===== config.mk =====
export PLATFORM = sky130hd
export DESIGN_NAME = rc6_ir_frame_pulse_sequencer_flat
export DESIGN_NICKNAME = d
export VERILOG_FILES = /design/src/hdl/rc6fps_pkg.sv /design/src/hdl/rc6fps_in_if.sv /design/src/hdl/rc6fps_out_if.sv /design/src/hdl/rc6_ir_frame_pulse_sequencer.sv /design/src/hdl/rc6fps_seq.sv /design/src/flat_wrapper.sv
export SDC_FILE = /design/constraint.sdc
export NUM_CORES = 1
export LEC_CHECK = 0
export ABC_AREA = 0
export BUFFER_PORTS_ARGS = -buffer_cell sky130_fd_sc_hd__buf_2
export CORE_UTILIZATION = 29
export CTS_BUF_LIST = sky130_fd_sc_hd__clkbuf_8
export CTS_CLUSTER_SIZE = 40
export DETAILED_ROUTE_END_ITERATION = 8
export SETUP_SLACK_MARGIN = 0.4
export SLEW_MARGIN = 20
export SYNTH_ARGS = -nofsm -noshare
export SYNTH_HDL_FRONTEND = slang
export SYNTH_SLANG_ARGS = --single-unit

===== constraint.sdc =====
create_clock -name clk -period 5.73 [get_ports clk]
set_clock_uncertainty 0.05 [all_clocks]
set_input_delay 0.2865 -clock clk [delete_from_list [all_inputs] [get_ports clk]]
set_output_delay 0.2865 -clock clk [all_outputs]
set_load 0.01 [all_outputs]

===== src/hdl/rc6fps_pkg.sv =====
// Package for the RC6 infrared frame pulse sequencer.
// Holds payload widths, command and register codes, phase and result types.
// Used by the channel interfaces, the sequencer core and the top level.
package rc6fps_pkg;

  localparam int DATA_WIDTH_DEF = 64;

  localparam int FRAME_W  = 64;
  localparam int COUNT_W  = 7;
  localparam int REPEAT_W = 8;
  localparam int TICK_W   = 10;
  localparam int GAP_W    = 8;
  localparam int US_W     = 18;
  localparam int CFG_W    = 10;
  localparam int CFG_IDX_W = 1;

  localparam int HDR_MARK_TICKS   = 6;
  localparam int HDR_SPACE_TICKS  = 2;
  localparam int TRAILER_POSITION = 4;

  localparam logic [TICK_W-1:0] TICK_US_RESET   = TICK_W'(444);
  localparam logic [GAP_W-1:0]  GAP_TICKS_RESET = GAP_W'(187);

  typedef enum logic {
    CMD_LOAD    = 1'b0,
    CMD_ADVANCE = 1'b1
  } cmd_t;

  typedef enum logic [CFG_IDX_W-1:0] {
    REG_TICK_US   = 1'b0,
    REG_GAP_TICKS = 1'b1
  } reg_index_t;

  typedef enum logic [4:0] {
    PH_IDLE   = 5'b00001,
    PH_HEADER = 5'b00010,
    PH_START  = 5'b00100,
    PH_DATA   = 5'b01000,
    PH_GAP    = 5'b10000
  } phase_t;

  typedef struct packed {
    logic            pair_valid;
    logic            mark_first;
    logic [US_W-1:0] first_us;
    logic [US_W-1:0] second_us;
    logic            frame_end;
    logic            sequence_end;
  } pair_t;

endpackage


===== src/hdl/rc6fps_in_if.sv =====
// Input channel of the RC6 frame pulse sequencer: load and advance commands.
// Depends on rc6fps_pkg for the payload widths.
interface rc6fps_in_if;
  import rc6fps_pkg::*;

  logic                valid;
  logic                ready;
  logic                cmd;
  logic [FRAME_W-1:0]  frame_data;
  logic [COUNT_W-1:0]  bit_count;
  logic [REPEAT_W-1:0] repeat_count;

  modport source (output valid, cmd, frame_data, bit_count, repeat_count, input ready);
  modport sink   (input valid, cmd, frame_data, bit_count, repeat_count, output ready);
endinterface


===== src/hdl/rc6fps_out_if.sv =====
// Output channel of the RC6 frame pulse sequencer: one mark/space pair per transfer.
// Depends on rc6fps_pkg for the payload widths.
interface rc6fps_out_if;
  import rc6fps_pkg::*;

  logic            valid;
  logic            ready;
  logic            pair_valid;
  logic            mark_first;
  logic [US_W-1:0] first_us;
  logic [US_W-1:0] second_us;
  logic            frame_end;
  logic            sequence_end;

  modport source (output valid, pair_valid, mark_first, first_us, second_us, frame_end,
                  sequence_end, input ready);
  modport sink   (input valid, pair_valid, mark_first, first_us, second_us, frame_end,
                  sequence_end, output ready);
endinterface


===== src/hdl/rc6_ir_frame_pulse_sequencer.sv =====
// Top level of the RC6 infrared frame pulse sequencer.
// Depends on rc6fps_pkg, rc6fps_in_if, rc6fps_out_if and rc6fps_seq.
//
// Usage: a transfer on frame_in with cmd load stores a frame word, a bit
// count and a repeat count and restarts the sequence, or idles it if the
// bit count exceeds DATA_WIDTH; it returns nothing. Each transfer with cmd
// advance returns exactly one transfer on pair_out: the header pair, the
// start bit, the data bits most significant first and the gap pair that
// closes each repetition. Advancing while idle returns a pair with every
// field zero. The user must write the two timing registers through cfg_we,
// cfg_index and cfg_data only while no pair is outstanding; the block does
// not enforce this. One item is taken every cycle while pair_out does not stall.
// When pair_out stalls, frame_in stays ready only while the output register
// is empty or being drained in the same cycle, so one pair waits at most.
// Reset clears the sequence to idle, empties the output register and sets
// tick_us to 444 and gap_ticks to 187.
module rc6_ir_frame_pulse_sequencer #(
  parameter int DATA_WIDTH = rc6fps_pkg::DATA_WIDTH_DEF
) (
  input  logic                             clk,
  input  logic                             rst,
  input  logic                             cfg_we,
  input  logic [rc6fps_pkg::CFG_IDX_W-1:0] cfg_index,
  input  logic [rc6fps_pkg::CFG_W-1:0]     cfg_data,
  rc6fps_in_if.sink                        frame_in,
  rc6fps_out_if.source                     pair_out
);
  import rc6fps_pkg::*;

  logic [TICK_W-1:0] tick_us;
  logic [GAP_W-1:0]  gap_ticks;
  logic              in_fire;
  logic              has_result;
  pair_t             result;
  pair_t             pair_reg;
  logic              out_valid;

  assign frame_in.ready = !out_valid || pair_out.ready;
  assign in_fire        = frame_in.valid && frame_in.ready;

  always_ff @(posedge clk) begin
    if (rst) begin
      tick_us   <= TICK_US_RESET;
      gap_ticks <= GAP_TICKS_RESET;
    end else if (cfg_we) begin
      case (cfg_index)
        REG_TICK_US:   tick_us   <= cfg_data[TICK_W-1:0];
        REG_GAP_TICKS: gap_ticks <= cfg_data[GAP_W-1:0];
        default: begin
        end
      endcase
    end
  end

  rc6fps_seq #(
    .DATA_WIDTH(DATA_WIDTH)
  ) u_seq (
    .clk          (clk),
    .rst          (rst),
    .step         (in_fire),
    .cmd          (frame_in.cmd),
    .frame_data   (frame_in.frame_data),
    .bit_count    (frame_in.bit_count),
    .repeat_count (frame_in.repeat_count),
    .tick_us      (tick_us),
    .gap_ticks    (gap_ticks),
    .has_result   (has_result),
    .result       (result)
  );

  always_ff @(posedge clk) begin
    if (rst) begin
      out_valid <= 1'b0;
    end else if (in_fire && has_result) begin
      out_valid <= 1'b1;
    end else if (pair_out.ready) begin
      out_valid <= 1'b0;
    end
  end

  always_ff @(posedge clk) begin
    if (in_fire && has_result) begin
      pair_reg <= result;
    end
  end

  assign pair_out.valid        = out_valid;
  assign pair_out.pair_valid   = pair_reg.pair_valid;
  assign pair_out.mark_first   = pair_reg.mark_first;
  assign pair_out.first_us     = pair_reg.first_us;
  assign pair_out.second_us    = pair_reg.second_us;
  assign pair_out.frame_end    = pair_reg.frame_end;
  assign pair_out.sequence_end = pair_reg.sequence_end;

endmodule


===== src/hdl/rc6fps_seq.sv =====
// Sequencer core: frame state registers and the per-item pair computation.
// Depends on rc6fps_pkg; driven by the top level once per accepted transfer.
module rc6fps_seq #(
  parameter int DATA_WIDTH = rc6fps_pkg::DATA_WIDTH_DEF
) (
  input  logic                          clk,
  input  logic                          rst,
  input  logic                          step,
  input  logic                          cmd,
  input  logic [rc6fps_pkg::FRAME_W-1:0]  frame_data,
  input  logic [rc6fps_pkg::COUNT_W-1:0]  bit_count,
  input  logic [rc6fps_pkg::REPEAT_W-1:0] repeat_count,
  input  logic [rc6fps_pkg::TICK_W-1:0]   tick_us,
  input  logic [rc6fps_pkg::GAP_W-1:0]    gap_ticks,
  output logic                          has_result,
  output rc6fps_pkg::pair_t             result
);
  import rc6fps_pkg::*;

  localparam int CNT_W = $clog2(DATA_WIDTH + 1);
  localparam int IDX_W = $clog2(DATA_WIDTH);

  logic [DATA_WIDTH-1:0] saved_frame, saved_frame_next;
  logic [CNT_W-1:0]      bits_left, bits_left_next;
  logic [CNT_W-1:0]      bit_position, bit_position_next;
  logic [REPEAT_W-1:0]   repeats_left, repeats_left_next;
  phase_t                frame_phase, frame_phase_next;

  logic [IDX_W-1:0] bit_index;
  logic [CNT_W-1:0] position_inc;
  logic [US_W-1:0]  tick_ext;
  logic [US_W-1:0]  half_us;

  always_comb begin
    bit_index    = IDX_W'(bits_left - CNT_W'(1));
    position_inc = bit_position + CNT_W'(1);
    tick_ext     = US_W'(tick_us);
    half_us      = (position_inc == CNT_W'(TRAILER_POSITION)) ? (tick_ext << 1) : tick_ext;
  end

  always_comb begin
    saved_frame_next  = saved_frame;
    bits_left_next    = bits_left;
    bit_position_next = bit_position;
    repeats_left_next = repeats_left;
    frame_phase_next  = frame_phase;
    has_result        = 1'b0;
    result            = '0;
    if (cmd == CMD_LOAD) begin
      if (bit_count > COUNT_W'(DATA_WIDTH)) begin
        frame_phase_next = PH_IDLE;
      end else begin
        saved_frame_next  = frame_data[DATA_WIDTH-1:0];
        bits_left_next    = CNT_W'(bit_count);
        bit_position_next = '0;
        repeats_left_next = repeat_count;
        frame_phase_next  = PH_HEADER;
      end
    end else begin
      has_result = 1'b1;
      case (frame_phase)
        PH_HEADER: begin
          result.pair_valid = 1'b1;
          result.mark_first = 1'b1;
          result.first_us   = tick_ext * US_W'(HDR_MARK_TICKS);
          result.second_us  = tick_ext * US_W'(HDR_SPACE_TICKS);
          frame_phase_next  = PH_START;
        end
        PH_START: begin
          result.pair_valid = 1'b1;
          result.mark_first = 1'b1;
          result.first_us   = tick_ext;
          result.second_us  = tick_ext;
          frame_phase_next  = (bits_left != '0) ? PH_DATA : PH_GAP;
        end
        PH_DATA: begin
          result.pair_valid = 1'b1;
          result.mark_first = saved_frame[bit_index];
          result.first_us   = half_us;
          result.second_us  = half_us;
          bit_position_next = position_inc;
          bits_left_next    = bits_left - CNT_W'(1);
          if (bits_left == CNT_W'(1)) begin
            frame_phase_next = PH_GAP;
          end
        end
        PH_GAP: begin
          result.pair_valid = 1'b1;
          result.first_us   = US_W'(gap_ticks) * tick_ext;
          result.frame_end  = 1'b1;
          if (repeats_left != '0) begin
            repeats_left_next = repeats_left - REPEAT_W'(1);
            bits_left_next    = bit_position;
            bit_position_next = '0;
            frame_phase_next  = PH_HEADER;
          end else begin
            result.sequence_end = 1'b1;
            frame_phase_next    = PH_IDLE;
          end
        end
        default: begin
          frame_phase_next = PH_IDLE;
        end
      endcase
    end
  end

  always_ff @(posedge clk) begin
    if (rst) begin
      saved_frame  <= '0;
      bits_left    <= '0;
      bit_position <= '0;
      repeats_left <= '0;
      frame_phase  <= PH_IDLE;
    end else if (step) begin
      saved_frame  <= saved_frame_next;
      bits_left    <= bits_left_next;
      bit_position <= bit_position_next;
      repeats_left <= repeats_left_next;
      frame_phase  <= frame_phase_next;
    end
  end

endmodule

===== src/flat_wrapper.sv =====
// flat-port wrapper written by rule: the top's interface ports become plain ports
module rc6_ir_frame_pulse_sequencer_flat import rc6fps_pkg::*;
#(
  parameter int DATA_WIDTH = rc6fps_pkg::DATA_WIDTH_DEF
)
  (clk, rst, cfg_we, cfg_index, cfg_data, frame_in_valid, frame_in_cmd, frame_in_frame_data, frame_in_bit_count, frame_in_repeat_count, frame_in_ready, pair_out_valid, pair_out_pair_valid, pair_out_mark_first, pair_out_first_us, pair_out_second_us, pair_out_frame_end, pair_out_sequence_end, pair_out_ready);
  rc6fps_in_if frame_in_i ();
  rc6fps_out_if pair_out_i ();
  input  logic clk;
  input  logic rst;
  input  logic cfg_we;
  input  logic [rc6fps_pkg::CFG_IDX_W-1:0] cfg_index;
  input  logic [rc6fps_pkg::CFG_W-1:0] cfg_data;
  input wire logic [$bits(frame_in_i.valid)-1:0] frame_in_valid;
  input wire logic [$bits(frame_in_i.cmd)-1:0] frame_in_cmd;
  input wire logic [$bits(frame_in_i.frame_data)-1:0] frame_in_frame_data;
  input wire logic [$bits(frame_in_i.bit_count)-1:0] frame_in_bit_count;
  input wire logic [$bits(frame_in_i.repeat_count)-1:0] frame_in_repeat_count;
  output wire logic [$bits(frame_in_i.ready)-1:0] frame_in_ready;
  output wire logic [$bits(pair_out_i.valid)-1:0] pair_out_valid;
  output wire logic [$bits(pair_out_i.pair_valid)-1:0] pair_out_pair_valid;
  output wire logic [$bits(pair_out_i.mark_first)-1:0] pair_out_mark_first;
  output wire logic [$bits(pair_out_i.first_us)-1:0] pair_out_first_us;
  output wire logic [$bits(pair_out_i.second_us)-1:0] pair_out_second_us;
  output wire logic [$bits(pair_out_i.frame_end)-1:0] pair_out_frame_end;
  output wire logic [$bits(pair_out_i.sequence_end)-1:0] pair_out_sequence_end;
  input wire logic [$bits(pair_out_i.ready)-1:0] pair_out_ready;
  assign frame_in_i.valid = frame_in_valid;
  assign frame_in_i.cmd = frame_in_cmd;
  assign frame_in_i.frame_data = frame_in_frame_data;
  assign frame_in_i.bit_count = frame_in_bit_count;
  assign frame_in_i.repeat_count = frame_in_repeat_count;
  assign frame_in_ready = frame_in_i.ready;
  assign pair_out_valid = pair_out_i.valid;
  assign pair_out_pair_valid = pair_out_i.pair_valid;
  assign pair_out_mark_first = pair_out_i.mark_first;
  assign pair_out_first_us = pair_out_i.first_us;
  assign pair_out_second_us = pair_out_i.second_us;
  assign pair_out_frame_end = pair_out_i.frame_end;
  assign pair_out_sequence_end = pair_out_i.sequence_end;
  assign pair_out_i.ready = pair_out_ready;
  rc6_ir_frame_pulse_sequencer #(.DATA_WIDTH(DATA_WIDTH)) u_core (.clk(clk), .rst(rst), .cfg_we(cfg_we), .cfg_index(cfg_index), .cfg_data(cfg_data), .frame_in(frame_in_i), .pair_out(pair_out_i));
endmodule

==> flow_summary.json <==
{
  "rsz0062_at_grt": "no",
  "synthArstFlopShare": 0,
  "nNetsFinal": 1478,
  "post_cts_buffers": 0,
  "cp-start-kind": "register",
  "clkTransAtPathRegs_ns": 0.10,
  "drc": 0,
  "vdd_drop_max_uv": 294,
  "grt_max_degree": 91,
  "cpPeakStageDelay_ns": 0.73,
  "cts_root_buffer": "clkbuf_8",
  "fill_cells": 3411,
  "avgSynthCellArea_um2": 8.57,
  "io_pins": 138,
  "numCtsBuffers": 17,
  "crit_path_cell_trace": "and2_1 -> fa_1 -> fa_1 -> fa_1 -> inv_1 -> fa_1 -> inv_1 -> ha_1 -> a21o_1 -> a21oi_1 -> nand2_1 -> a31o_2 -> a311oi_1 -> mux2i_1",
  "maxCapViolCount": 0,
  "synth-compound-area-share": 0.147,
  "finalCriticalPeriod_ns": 4.93,
  "clk_path_buf_depth": 2,
  "detail-route-antenna-nets": 0,
  "grt_pass1_vias": 8281,
  "period_share": 0.861,
  "powerDensity_nw_per_um2": 318,
  "synth_top_family_by_area": "simple AND/OR/NAND/NOR gates",
  "global_route.usage.total": 0.161,
  "slew_headroom": 0.289,
  "synth_simple_gate_area_frac": 0.218,
  "gp_congestion": 0.862,
  "cp.arrival_ns": 5.11,
  "fp-row-count": 66,
  "min_path_type": "in2reg",
  "crit_required_ns": 5.90,
  "max_clock_freq_mhz": 203,
  "status": "finished clean",
  "synth_edf_count": 33,
  "cts_sinks": 143,
  "slowest_stage": "dfxtp_1",
  "fp.dieW_um": 185,
  "finalSetupViolCount": 0,
  "timing_worst_setup_path_type": "reg2reg",
  "synthAdderAreaFrac": 0.169,
  "hold_viol_final": 0,
  "synthesis.area_um2": 9710,
  "grt_use_met2": 0.265,
  "worstSetupEndpointType": "register",
  "cp_common_cell": "fa_1",
  "layout-drive-gt1-share": 0.156,
  "first_iter_violations": 569,
  "synth_most_common_cell": "nand2_1",
  "report.final.slew_viol_count": 0,
  "start_util": 0.297,
  "synthMuxAreaShare": 0.0522,
  "fp.dieH_um": 185,
  "critPathMaxFanout": 14,
  "netlist.area_leader.share": 0.227,
  "grt_use_met3": 0.0334,
  "yosysSeqAreaShare": 0.329,
  "wl_per_cell_um": 15.5,
  "ys.flop_type": "dfxtp_1",
  "setup_tns_ns": 0,
  "p_leak_nw": 4.86,
  "finalWirelength_um": 27000,
  "synthCells": 1133,
  "h-tree-depth": 4,
  "synthTopCellsByCount": "228 x nand2_1, 115 x a21oi_1, 110 x dfxtp_1, 81 x inv_1, 70 x and2_1",
  "grt_pass1_wl_um": 43300,
  "yosys_warnings": 0,
  "io_buffer_count": 130,
  "die-area_um2": 34200,
  "cts_tree": "built",
  "syn_to_final_growth_pct": 20.7,
  "gr-total-overflow": 0,
  "yosys-top-cells-area": "dfxtp_1 23%, edfxtp_1 10%, fa_1 10%",
  "hpwl_um": 19000,
  "gr-max-usage-layer": "met2",
  "worst_pin_slew_ns": 1.07,
  "synth-xor-area-share": 0.0162,
  "coreArea_um2": 32700,
  "clock_latency_ns": 0.48,
  "avgViaCountPerCell": 4.93,
  "post_synth_num_cell_types": 70,
  "synth-seq-cells": 143,
  "vias": 8567,
  "yosysTopAreaCell": "dfxtp_1",
  "grt_antenna_before_repair": 6,
  "drtPass1Iterations": 6,
  "fin_util": 0.358,
  "use_met1": 0.215
}
==> sequential cells by signal, summed over array words and instances, names as in the netlist <==
register                      flops
u_core.u_seq.frame_phase          5
u_core.u_seq.bits_left            7
u_core.u_seq.bit_position         7
u_core.u_seq.saved_frame         64
u_core.pair_out.sequence_end      1
u_core.pair_out.second_us        11
u_core.pair_out.mark_first        1
u_core.pair_out.first_us         18
u_core.tick_us                   10
u_core.pair_out.valid             1
u_core.u_seq.repeats_left         8
u_core.gap_ticks                  8
u_core.pair_out.pair_valid        1
u_core.pair_out.frame_end         1
==> power breakdown <==
part           switching, mW  internal [mW]  total, mW
Combinational          0.974          0.724       1.70
Sequential            0.0483           1.07       1.11
Clock                  0.463          0.452      0.916
Total                   1.49           2.24       3.73
==> worst max-delay path, delay by kind of cell (launching register included) <==
kind	cells	cell delay [ns]
compound gates	4	0.98
buf+inv	2	0.09
fa+ha+maj	5	2.33
simple gates	2	0.36
mux	1	0.12
flops	1	0.73
==> layout by cell type, fill, tap and decap left out, types with 12 or more instances in the layout <==
master,netlist,routed
nor3_1,14,13
buf_2,4,130
inv_1,81,82
nor2_1,48,47
nand3_1,29,29
dfxtp_1,110,110
clkbuf_8,0,18
fa_1,49,49
edfxtp_1,33,33
mux4_2,16,16
ha_1,53,53
and2_1,70,70
dlygate4sd3_1,0,59
o21ai_0,24,24
a21o_1,13,13
o211ai_1,12,12
nand2_1,228,227
a21oi_1,115,115
mux2i_1,12,12
==> layer usage <==
| metal | wire length [um] | share of wire |
|---|---|---|
| met1 | 12400 | 0.46 |
| met2 | 12600 | 0.47 |
| met3 | 1650 | 0.061 |
| met4 | 327 | 0.012 |
| met5 | 42 | 0.0016 |
==> final timing paths <==
| check | from | end | slack [ns] | depth (start not counted) |
|---|---|---|---|---|
| max | u_core.tick_us[7] | u_core.pair_out.first_us[14] | 0.80 | 14 |
| max reg2reg | u_core.tick_us[7] | u_core.pair_out.first_us[14] | 0.80 | 14 |
| min reg2reg | u_core.u_seq.saved_frame[42] | u_core.u_seq.saved_frame[42] | 0.41 | 2 |
| min | cfg_data[1] | u_core.gap_ticks[1] | 0.02 | 3 |
==> through the flow <==
stage / std cells / area [um^2] / worst slack [ns] / power [mW] / hold slack [ns]
finish: 1738 / 11700 / 0.796 / 3.73 / 0.0246
global route: 1735 / 11700 / 0.583 / 4.01 / 0.0125
CTS: 1735 / 11700 / 0.870 / 3.75 / 0.000800
detailed placement: 1644 / 10700 / 0.875 / 2.80 / 0.395
global placement: 1644 / 10700 / 0.945 / 2.78 / 0.390
floorplan: 1139 / 9730 / 1.16 / 2.39 / 0.360
==> cell families (layout without fill, tap and decap cells) <==
kind of cell	after synthesis	after routing
and+or+nand+nor	452	452
AOI/OAI and AO/OA	228	228
buffers and inverters	159	313
DFF	143	143
adders and majority gates	102	102
muxes	30	30
xor gates and xnor gates	18	18
other	1	10
==> cell type report <==
cell class	instances	area [um^2]	share of cell area
multi-input cells	837	5900	0.504
repair buffers	200	1320	0.113
flip-flops and latches	143	3190	0.273
inverters	81	304	0.0260
well taps	442	553	0.0472
clock buffers	18	248	0.0212
clock inverters	14	180	0.0154
diodes	3	7.51	0.000641
==> timing repair <==
action	CTS	global route
gates resized for setup	0	0
endpoints found under the hold margin	62	0
hold buffers	59	0
(Power assumes the default switching activity.)
